[src/hw/rtl/cmdp_pkg.sv]
package cmdp_pkg;

   // parameter defaults
   localparam int FIELD_COUNT_DEF = 4;
   localparam int VALUE_BITS_DEF  = 16;
   localparam int QUEUE_DEPTH_DEF = 2;

   // fixed widths of the transaction fields
   localparam int BYTE_BITS  = 8;
   localparam int CMD_BITS   = 4;
   localparam int DIGIT_BITS = 4;
   localparam int OUT_BITS   = 16;
   localparam int OUT_FIELDS = 4;

   // received characters
   localparam logic [BYTE_BITS-1:0] CHR_DOLLAR = 8'h24;
   localparam logic [BYTE_BITS-1:0] CHR_A      = 8'h41;
   localparam logic [BYTE_BITS-1:0] CHR_M      = 8'h4D;
   localparam logic [BYTE_BITS-1:0] CHR_S      = 8'h53;
   localparam logic [BYTE_BITS-1:0] CHR_MINUS  = 8'h2D;
   localparam logic [BYTE_BITS-1:0] CHR_PCT    = 8'h25;
   localparam logic [BYTE_BITS-1:0] CHR_ZERO   = 8'h30;
   localparam logic [BYTE_BITS-1:0] CHR_NINE   = 8'h39;
   localparam logic [BYTE_BITS-1:0] CHR_E      = 8'h45;
   localparam logic [BYTE_BITS-1:0] CHR_I      = 8'h49;
   localparam logic [BYTE_BITS-1:0] CHR_W      = 8'h57;
   localparam logic [BYTE_BITS-1:0] CHR_P      = 8'h50;
   localparam logic [BYTE_BITS-1:0] CHR_V      = 8'h56;
   localparam logic [BYTE_BITS-1:0] CHR_C      = 8'h43;
   localparam logic [BYTE_BITS-1:0] CHR_T      = 8'h54;
   localparam logic [BYTE_BITS-1:0] CHR_G      = 8'h47;

   // command codes on the result channel
   localparam logic [CMD_BITS-1:0] CMD_DOLLAR = 4'd0;
   localparam logic [CMD_BITS-1:0] CMD_A      = 4'd1;
   localparam logic [CMD_BITS-1:0] CMD_M      = 4'd2;
   localparam logic [CMD_BITS-1:0] CMD_E      = 4'd3;
   localparam logic [CMD_BITS-1:0] CMD_I      = 4'd4;
   localparam logic [CMD_BITS-1:0] CMD_W      = 4'd5;
   localparam logic [CMD_BITS-1:0] CMD_P      = 4'd6;
   localparam logic [CMD_BITS-1:0] CMD_V      = 4'd7;
   localparam logic [CMD_BITS-1:0] CMD_C      = 4'd8;
   localparam logic [CMD_BITS-1:0] CMD_T      = 4'd9;
   localparam logic [CMD_BITS-1:0] CMD_G      = 4'd10;

   // classified character kinds
   typedef enum logic [2:0] {
      TOK_IMM,
      TOK_START,
      TOK_MINUS,
      TOK_DIGIT,
      TOK_SEP,
      TOK_LAST
   } tok_kind_type;

   typedef struct packed {
      tok_kind_type            kind;
      logic [DIGIT_BITS-1:0]   digit;
      logic [CMD_BITS-1:0]     cmd;
   } token_type;

endpackage

[src/hw/rtl/cmdp_front.sv]
module cmdp_front
   import cmdp_pkg::*;
(
   input  logic                 req_valid,
   output logic                 req_stall,
   input  logic [BYTE_BITS-1:0] req_rx_byte,
   output logic                 push_valid,
   output token_type            push_tok,
   input  logic                 queue_full
);

   logic known;

   // the queue back-pressures the byte stream
   assign req_stall = queue_full;

   // classify the received character
   always_comb begin
      known          = 1'b1;
      push_tok.kind  = TOK_IMM;
      push_tok.digit = req_rx_byte[DIGIT_BITS-1:0];
      push_tok.cmd   = CMD_DOLLAR;
      case (req_rx_byte)
         CHR_DOLLAR: push_tok.cmd = CMD_DOLLAR;
         CHR_A:      push_tok.cmd = CMD_A;
         CHR_M:      push_tok.cmd = CMD_M;
         CHR_S:      push_tok.kind = TOK_START;
         CHR_MINUS:  push_tok.kind = TOK_MINUS;
         CHR_PCT:    push_tok.kind = TOK_SEP;
         CHR_E: begin
            push_tok.kind = TOK_LAST;
            push_tok.cmd  = CMD_E;
         end
         CHR_I: begin
            push_tok.kind = TOK_LAST;
            push_tok.cmd  = CMD_I;
         end
         CHR_W: begin
            push_tok.kind = TOK_LAST;
            push_tok.cmd  = CMD_W;
         end
         CHR_P: begin
            push_tok.kind = TOK_LAST;
            push_tok.cmd  = CMD_P;
         end
         CHR_V: begin
            push_tok.kind = TOK_LAST;
            push_tok.cmd  = CMD_V;
         end
         CHR_C: begin
            push_tok.kind = TOK_LAST;
            push_tok.cmd  = CMD_C;
         end
         CHR_T: begin
            push_tok.kind = TOK_LAST;
            push_tok.cmd  = CMD_T;
         end
         CHR_G: begin
            push_tok.kind = TOK_LAST;
            push_tok.cmd  = CMD_G;
         end
         default: begin
            if (req_rx_byte >= CHR_ZERO && req_rx_byte <= CHR_NINE) begin
               push_tok.kind = TOK_DIGIT;
            end else begin
               known = 1'b0;
            end
         end
      endcase
   end

   // meaningless characters are taken and dropped here
   assign push_valid = req_valid && !queue_full && known;

endmodule

[src/hw/rtl/cmdp_queue.sv]
module cmdp_queue
   import cmdp_pkg::*;
#(
   parameter int DEPTH = QUEUE_DEPTH_DEF
)
(
   input  logic      clock,
   input  logic      reset,
   input  logic      push_valid,
   input  token_type push_tok,
   output logic      full,
   output logic      pop_valid,
   output token_type pop_tok,
   input  logic      pop
);

   localparam int PTR_BITS = (DEPTH > 1) ? $clog2(DEPTH) : 1;
   localparam int CNT_BITS = $clog2(DEPTH + 1);

   token_type             slot_ff [DEPTH];
   logic [PTR_BITS-1:0]   wr_ptr_ff, wr_ptr_in;
   logic [PTR_BITS-1:0]   rd_ptr_ff, rd_ptr_in;
   logic [CNT_BITS-1:0]   count_ff, count_in;
   logic                  do_push;
   logic                  do_pop;

   assign full      = (count_ff == CNT_BITS'(DEPTH));
   assign pop_valid = (count_ff != '0);
   assign pop_tok   = slot_ff[rd_ptr_ff];
   assign do_push   = push_valid && !full;
   assign do_pop    = pop && pop_valid;

   // pointer and occupancy update
   always_comb begin
      wr_ptr_in = wr_ptr_ff;
      rd_ptr_in = rd_ptr_ff;
      count_in  = count_ff;
      if (do_push) begin
         wr_ptr_in = (wr_ptr_ff == PTR_BITS'(DEPTH - 1)) ? '0 : wr_ptr_ff + 1'b1;
      end
      if (do_pop) begin
         rd_ptr_in = (rd_ptr_ff == PTR_BITS'(DEPTH - 1)) ? '0 : rd_ptr_ff + 1'b1;
      end
      if (do_push && !do_pop) begin
         count_in = count_ff + 1'b1;
      end else if (!do_push && do_pop) begin
         count_in = count_ff - 1'b1;
      end
   end

   always_ff @(posedge clock) begin
      if (reset) begin
         wr_ptr_ff <= '0;
         rd_ptr_ff <= '0;
         count_ff  <= '0;
      end else begin
         wr_ptr_ff <= wr_ptr_in;
         rd_ptr_ff <= rd_ptr_in;
         count_ff  <= count_in;
      end
   end

   // token storage
   always_ff @(posedge clock) begin
      if (do_push) begin
         slot_ff[wr_ptr_ff] <= push_tok;
      end
   end

endmodule

[src/hw/rtl/cmdp_back.sv]
module cmdp_back
   import cmdp_pkg::*;
#(
   parameter int FIELD_COUNT = FIELD_COUNT_DEF,
   parameter int VALUE_BITS  = VALUE_BITS_DEF
)
(
   input  logic                       clock,
   input  logic                       reset,
   input  logic                       tok_valid,
   input  token_type                  tok,
   output logic                       tok_pop,
   output logic                       rsp_valid,
   input  logic                       rsp_stall,
   output logic [CMD_BITS-1:0]        rsp_command,
   output logic signed [OUT_BITS-1:0] rsp_value_a,
   output logic signed [OUT_BITS-1:0] rsp_value_b,
   output logic signed [OUT_BITS-1:0] rsp_value_c,
   output logic signed [OUT_BITS-1:0] rsp_value_d
);

   localparam int PHASE_BITS = $clog2(FIELD_COUNT + 1);
   localparam int IDX_BITS   = (FIELD_COUNT > 1) ? $clog2(FIELD_COUNT) : 1;

   logic [PHASE_BITS-1:0] phase_ff, phase_in;
   logic                  neg_ff, neg_in;
   logic [VALUE_BITS-1:0] acc_ff [FIELD_COUNT];
   logic [VALUE_BITS-1:0] acc_in [FIELD_COUNT];
   logic [VALUE_BITS-1:0] closed [FIELD_COUNT];
   logic [VALUE_BITS-1:0] stepped [FIELD_COUNT];
   logic [IDX_BITS-1:0]   idx;
   logic                  collecting;
   logic                  last_phase;

   logic                  rsp_valid_ff, rsp_valid_in;
   logic [CMD_BITS-1:0]   cmd_ff, cmd_in;
   logic [OUT_BITS-1:0]   val_ff [OUT_FIELDS];
   logic [OUT_BITS-1:0]   val_in [OUT_FIELDS];
   logic [OUT_BITS-1:0]   field_out [OUT_FIELDS];
   logic                  emit;
   logic                  emit_vals;

   // take a token whenever the output register is free or being drained
   assign tok_pop = tok_valid && (!rsp_valid_ff || !rsp_stall);

   assign idx        = IDX_BITS'(phase_ff - PHASE_BITS'(1));
   assign collecting = (phase_ff != '0) && (phase_ff <= PHASE_BITS'(FIELD_COUNT));
   assign last_phase = (phase_ff == PHASE_BITS'(FIELD_COUNT));

   // per-field lanes: digit accumulate and sign application
   always_comb begin
      for (int i = 0; i < FIELD_COUNT; i++) begin
         stepped[i] = (acc_ff[i] << 3) + (acc_ff[i] << 1) + VALUE_BITS'(tok.digit);
         if (neg_ff && IDX_BITS'(i) == idx) begin
            closed[i] = '0 - acc_ff[i];
         end else begin
            closed[i] = acc_ff[i];
         end
      end
   end

   // low result bits of each field, zero beyond the field count
   for (genvar j = 0; j < OUT_FIELDS; j++) begin : g_out
      if (j < FIELD_COUNT) begin : g_used
         logic [VALUE_BITS+OUT_BITS-1:0] wide;
         assign wide         = {{OUT_BITS{1'b0}}, closed[j]};
         assign field_out[j] = wide[OUT_BITS-1:0];
      end else begin : g_unused
         assign field_out[j] = '0;
      end
   end

   // parser state update
   always_comb begin
      phase_in  = phase_ff;
      neg_in    = neg_ff;
      emit      = 1'b0;
      emit_vals = 1'b0;
      for (int i = 0; i < FIELD_COUNT; i++) begin
         acc_in[i] = acc_ff[i];
      end
      if (tok_pop) begin
         case (tok.kind)
            TOK_IMM: begin
               emit = 1'b1;
            end
            TOK_START: begin
               if (phase_ff == '0) begin
                  phase_in = PHASE_BITS'(1);
                  for (int i = 0; i < FIELD_COUNT; i++) begin
                     acc_in[i] = '0;
                  end
               end
            end
            TOK_MINUS: begin
               if (collecting) begin
                  neg_in = 1'b1;
               end
            end
            TOK_DIGIT: begin
               if (collecting) begin
                  for (int i = 0; i < FIELD_COUNT; i++) begin
                     if (IDX_BITS'(i) == idx) begin
                        acc_in[i] = stepped[i];
                     end
                  end
               end
            end
            TOK_SEP: begin
               if (collecting && !last_phase) begin
                  phase_in = phase_ff + 1'b1;
                  neg_in   = 1'b0;
                  for (int i = 0; i < FIELD_COUNT; i++) begin
                     acc_in[i] = closed[i];
                  end
               end
            end
            TOK_LAST: begin
               if (last_phase) begin
                  phase_in  = '0;
                  neg_in    = 1'b0;
                  emit      = 1'b1;
                  emit_vals = 1'b1;
                  for (int i = 0; i < FIELD_COUNT; i++) begin
                     acc_in[i] = closed[i];
                  end
               end
            end
            default: begin
            end
         endcase
      end
   end

   // output register next values
   always_comb begin
      rsp_valid_in = rsp_valid_ff;
      cmd_in       = cmd_ff;
      for (int j = 0; j < OUT_FIELDS; j++) begin
         val_in[j] = val_ff[j];
      end
      if (tok_pop) begin
         rsp_valid_in = emit;
         cmd_in       = tok.cmd;
         for (int j = 0; j < OUT_FIELDS; j++) begin
            val_in[j] = emit_vals ? field_out[j] : '0;
         end
      end else if (!rsp_stall) begin
         rsp_valid_in = 1'b0;
      end
   end

   always_ff @(posedge clock) begin
      if (reset) begin
         phase_ff     <= '0;
         neg_ff       <= 1'b0;
         rsp_valid_ff <= 1'b0;
         for (int i = 0; i < FIELD_COUNT; i++) begin
            acc_ff[i] <= '0;
         end
      end else begin
         phase_ff     <= phase_in;
         neg_ff       <= neg_in;
         rsp_valid_ff <= rsp_valid_in;
         for (int i = 0; i < FIELD_COUNT; i++) begin
            acc_ff[i] <= acc_in[i];
         end
      end
   end

   // result payload
   always_ff @(posedge clock) begin
      cmd_ff <= cmd_in;
      for (int j = 0; j < OUT_FIELDS; j++) begin
         val_ff[j] <= val_in[j];
      end
   end

   assign rsp_valid   = rsp_valid_ff;
   assign rsp_command = cmd_ff;
   assign rsp_value_a = val_ff[0];
   assign rsp_value_b = val_ff[1];
   assign rsp_value_c = val_ff[2];
   assign rsp_value_d = val_ff[3];

endmodule

[src/hw/rtl/ascii_signed_field_command_parser.sv]
// Parses an ASCII byte stream into commands with up to four signed decimal fields.
// A byte can be accepted every clock cycle while req_stall is low. The accepting edge
// writes the classified byte into the token queue; the executing stage pops it from
// there, runs the accumulate step and loads the result register. The classifier in
// front is combinational. While rsp_stall holds a result, the executing stage waits,
// the token queue of QUEUE_DEPTH entries fills and req_stall rises; with the result
// side free and QUEUE_DEPTH above one, req_stall stays low. Bytes that mean
// nothing are taken and dropped. '$', 'A' and 'M' give an immediate command with zero
// values; "S f0 % f1 % f2 % f3 X" with X one of E I W P V C T G gives command X with the
// four fields, each wrapping modulo 2^VALUE_BITS and shown as its low 16 bits.
module ascii_signed_field_command_parser
   import cmdp_pkg::*;
#(
   parameter int FIELD_COUNT = FIELD_COUNT_DEF,
   parameter int VALUE_BITS  = VALUE_BITS_DEF,
   parameter int QUEUE_DEPTH = QUEUE_DEPTH_DEF
)
(
   input  logic                       clock,
   input  logic                       reset,
   input  logic                       req_valid,
   output logic                       req_stall,
   input  logic [BYTE_BITS-1:0]       req_rx_byte,
   output logic                       rsp_valid,
   input  logic                       rsp_stall,
   output logic [CMD_BITS-1:0]        rsp_command,
   output logic signed [OUT_BITS-1:0] rsp_value_a,
   output logic signed [OUT_BITS-1:0] rsp_value_b,
   output logic signed [OUT_BITS-1:0] rsp_value_c,
   output logic signed [OUT_BITS-1:0] rsp_value_d
);

   logic      push_valid;
   token_type push_tok;
   logic      queue_full;
   logic      tok_valid;
   token_type tok;
   logic      tok_pop;

   // character classifier
   cmdp_front u_front (
      .req_valid   (req_valid),
      .req_stall   (req_stall),
      .req_rx_byte (req_rx_byte),
      .push_valid  (push_valid),
      .push_tok    (push_tok),
      .queue_full  (queue_full)
   );

   // token queue between classifier and executer
   cmdp_queue #(
      .DEPTH (QUEUE_DEPTH)
   ) u_queue (
      .clock      (clock),
      .reset      (reset),
      .push_valid (push_valid),
      .push_tok   (push_tok),
      .full       (queue_full),
      .pop_valid  (tok_valid),
      .pop_tok    (tok),
      .pop        (tok_pop)
   );

   // field accumulation and command output
   cmdp_back #(
      .FIELD_COUNT (FIELD_COUNT),
      .VALUE_BITS  (VALUE_BITS)
   ) u_back (
      .clock       (clock),
      .reset       (reset),
      .tok_valid   (tok_valid),
      .tok         (tok),
      .tok_pop     (tok_pop),
      .rsp_valid   (rsp_valid),
      .rsp_stall   (rsp_stall),
      .rsp_command (rsp_command),
      .rsp_value_a (rsp_value_a),
      .rsp_value_b (rsp_value_b),
      .rsp_value_c (rsp_value_c),
      .rsp_value_d (rsp_value_d)
   );

endmodule

[config.mk]
export PLATFORM = sky130hd
export DESIGN_NAME = ascii_signed_field_command_parser
export DESIGN_NICKNAME = d
export VERILOG_FILES = /design/src/hw/rtl/cmdp_pkg.sv /design/src/hw/rtl/cmdp_front.sv /design/src/hw/rtl/cmdp_queue.sv /design/src/hw/rtl/cmdp_back.sv /design/src/hw/rtl/ascii_signed_field_command_parser.sv
export SDC_FILE = /design/constraint.sdc
export NUM_CORES = 1
export LEC_CHECK = 0
export BUFFER_PORTS_ARGS = -buffer_cell sky130_fd_sc_hd__buf_2
export CORE_MARGIN = 5
export CORE_UTILIZATION = 45
export DETAILED_ROUTE_END_ITERATION = 16
export SYNTH_ARGS = -nofsm -noshare
export SYNTH_HDL_FRONTEND = slang
export SYNTH_SLANG_ARGS = --single-unit
[constraint.sdc]
create_clock -name clock -period 6.45 [get_ports clock]
set_input_delay 0.645 -clock clock [delete_from_list [all_inputs] [get_ports clock]]
set_output_delay 0.645 -clock clock [all_outputs]
set_load 0.01 [all_outputs]
==> impl_metrics.json <==
{
  "run_status": "finished, final reports clean",
  "placed_cells_incl_taps": 1650,
  "crit_path_cell_trace": "mux2i_1, fa_1, inv_1, ha_1, a21o_1, nand4_1, a21oi_1, o311a_1, or4_1, a31o_1, a31oi_1",
  "die_area_um2": 29200,
  "setup.worst_path.start_class": "flip-flop",
  "cts.clk_slew.worst_paths_ns": 0.08,
  "clkLatencyLatePin_ns": 0.44,
  "r2r_slack_ns": 2.32,
  "numClockSinks": 164,
  "cap_violations": 0,
  "chipHeight_um": 171,
  "rsz0062_at_grt": "no",
  "design.core.area_um2": 25800,
  "root_buffer": "sky130_fd_sc_hd__clkbuf_16",
  "async_reset_ff_share_pct": 0,
  "area.growth.synth_to_final_pct": 10.7,
  "synth-seq-cells": 164,
  "mean_instance_size_in_the_synthesized_netlist_um2": 9.03,
  "port-buffer-count": 81,
  "final-setup-viol-count": 0,
  "grt_pass1_wl_um": 49800,
  "worst_path_largest_cell_delay_ns": 0.88,
  "post-synth-top-area-fraction_pct": 23.2,
  "fmax_ghz": 0.242,
  "drt_wl_total_um": 30200,
  "post-cts-setup-buffers": 0,
  "grt_antenna_before_repair": 0,
  "cts.hold.buffers_added": 0,
  "detailed_router_iteration_count_before_antenna_repair": 7,
  "slew_violations": 0,
  "p_leak_nw": 5.27,
  "rr_worst_depth": 11,
  "worst_clock_skew_ns": 0.0142,
  "final_area_um2": 12900,
  "tritoncts": "yes",
  "worst_endpoint_required_time_ns": 6.82,
  "antenna_left": 0,
  "yosys_warnings": 0,
  "report.final.hold_viol_count": 0,
  "yosysSeqAreaShare_pct": 35.9,
  "top_level_ports": 82,
  "finalWeightedCongestion": 0.870,
  "worstPathMaxFanout": 19,
  "worst_ir_drop_vdd_mv": 0.179,
  "tightest_slew_ns": 1.02,
  "synth.cells.most_frequent": "sky130_fd_sc_hd__nor2_1, sky130_fd_sc_hd__ha_1, sky130_fd_sc_hd__a21oi_1",
  "slowest_stage": "sky130_fd_sc_hd__dfxtp_1",
  "netlist.top_cell.by_area": "sky130_fd_sc_hd__edfxtp_1",
  "holdPathStages": 2,
  "cellPowerDensity_nw_per_um2": 309,
  "cts_buffers": 17,
  "hp-start": "u_queue.count_ff[1]$_SDFFE_PP0P_",
  "setup_tns_ns": 0,
  "finalCritPeriodShare_pct": 64.0,
  "detail_route.vias_per_cell": 5.83,
  "avgRoutedWirePerCell_um": 17.9,
  "min-delay-path-class": "flip-flop to flip-flop",
  "reg2reg_to": "u_back.acc_ff[2][15]$_SDFFE_PP0P_",
  "synth_area_leaders": "sky130_fd_sc_hd__edfxtp_1, sky130_fd_sc_hd__dfxtp_1, sky130_fd_sc_hd__ha_1",
  "synth_cells": 1292,
  "timing.max_slew.rel_slack_pct": 31.9,
  "groute.usage.overall_pct": 20.9,
  "pin_count_of_the_biggest_net_entering_global_routing": 70,
  "crit_type": "flip-flop to flip-flop",
  "drtIter0Drc": 718,
  "yosys_most_used_dff": "sky130_fd_sc_hd__edfxtp_1",
  "n_antenna_cell": 0,
  "final_net_count": 1471,
  "first_global_vias": 9547,
  "die_width_um": 171,
  "syn-num-nets": 1429,
  "postLayoutCoreUtil_pct": 50.1,
  "period_needed_ns": 4.13,
  "initial_core_util_pct": 45.3,
  "setup.worst_path.end_class": "flip-flop",
  "drive_gt1_share_pct": 11.2,
  "place_hpwl_um": 21300,
  "overall_power_consumption_mw": 3.99,
  "fillers": 2414,
  "post_synth_num_cell_types": 77,
  "mappedNetlistArea_um2": 11700,
  "post_layout_instance_count_excluding_filler_cells": 1682,
  "remaining_drc_errors": 0,
  "worst_hold_path.endpoint": "u_queue.count_ff[1]$_SDFFE_PP0P_",
  "fp-row-count": 59,
  "cts_max_path_buffers": 2,
  "post-synth-top-count-cell": "sky130_fd_sc_hd__nor2_1",
  "vias": 9804,
  "cts-resized-gates": 0,
  "overflow": 0,
  "level_count_of_the_clock_h_tree": 4,
  "post_place_cell_area_um2": 12300,
  "crit_arrival_ns": 4.49,
  "synth_edf_count": 90
}
-- layer usage --
metal | vias to the layer above | track usage [%] | routed length [µm]
li1 | 4858 | - | -
met1 | 4685 | 29.4 | 14300
met2 | 226 | 34.3 | 14000
met3 | 35 | 3.07 | 1400
met4 | 0 | 4.82 | 448
met5 | - | 0 | 0
-- layout by cell type (no fill, tap or decap), drive strengths merged, types with 49 or more instances in the layout --
| cell type | instances |
|---|---|
| o21ai | 81 |
| a21oi | 101 |
| nand2 | 87 |
| dfxtp | 74 |
| ha | 117 |
| inv | 49 |
| xnor2 | 54 |
| buf | 91 |
| nor2 | 162 |
| edfxtp | 90 |
| xor2 | 49 |
-- logic make-up after synthesis --
family / count (synthesis) / synth area share, %
xor+xnor: 103 / 7.74
mux: 22 / 2.02
compound gates: 373 / 20.8
flops: 164 / 35.9
simple gates: 394 / 15.9
buf+inv: 111 / 3.73
fa+ha+maj: 125 / 13.9
-- worst max-delay path, delay by kind of cell, from the launching register on --
family                     cells  cell delay (ns)
AOI/OAI and AO/OA              5             0.95
DFF                            1             0.88
adders and majority gates      2             0.79
muxes                          1             0.76
and+or+nand+nor                2             0.53
buffers and inverters          1             0.12
-- sequential cells by signal (all words and copies together), names as in the netlist, named ones only --
name,count
u_back.rsp_command,4
u_back.acc_ff,64
u_queue.count_ff,2
u_queue.rd_ptr_ff,1
u_back.neg_ff,1
u_queue.slot_ff,22
u_queue.wr_ptr_ff,1
u_back.val_ff,64
u_back.rsp_valid,1
u_back.phase_ff,3
-- stage by stage --
step	hold WS (ns)	setup WS, ns
after floorplan	0.463	2.74
after global placement	0.483	2.42
after detailed placement	0.497	2.29
after CTS	0.506	2.27
after global routing	0.523	2.04
final	0.514	2.32
-- power by group --
group | total [mW] | switching (mW) | internal, mW
Combinational | 1.41 | 0.919 | 0.494
Sequential | 1.53 | 0.148 | 1.39
Clock | 1.05 | 0.521 | 0.526
-- layout make-up --
cell class	instances	area, µm²	area share, %
inverter	43	163	1.26
tap	335	419	3.25
sequential	164	4180	32.4
timing repair buffer	91	480	3.72
multi-input combinational	1017	7060	54.7
clock buffer	17	425	3.30
clock inverter	15	176	1.37
-- worst max path at each step --
stage	to	cells after the start	slack (ns)	from
6_report	u_back.acc_ff[2][15]$_SDFFE_PP0P_	11	2.32	flip-flop
5_1_grt	u_back.acc_ff[2][15]$_SDFFE_PP0P_	11	2.04	flip-flop
4_1_cts	u_back.acc_ff[2][15]$_SDFFE_PP0P_	11	2.27	flip-flop
3_5_place_dp	u_back.acc_ff[2][15]$_SDFFE_PP0P_	11	2.29	flip-flop
3_3_place_gp	u_back.acc_ff[2][15]$_SDFFE_PP0P_	11	2.42	flip-flop
2_1_floorplan	u_back.acc_ff[2][8]$_SDFFE_PP0P_	11	2.74	rsp_stall
Note: power is estimated with default switching activity, not from simulation.
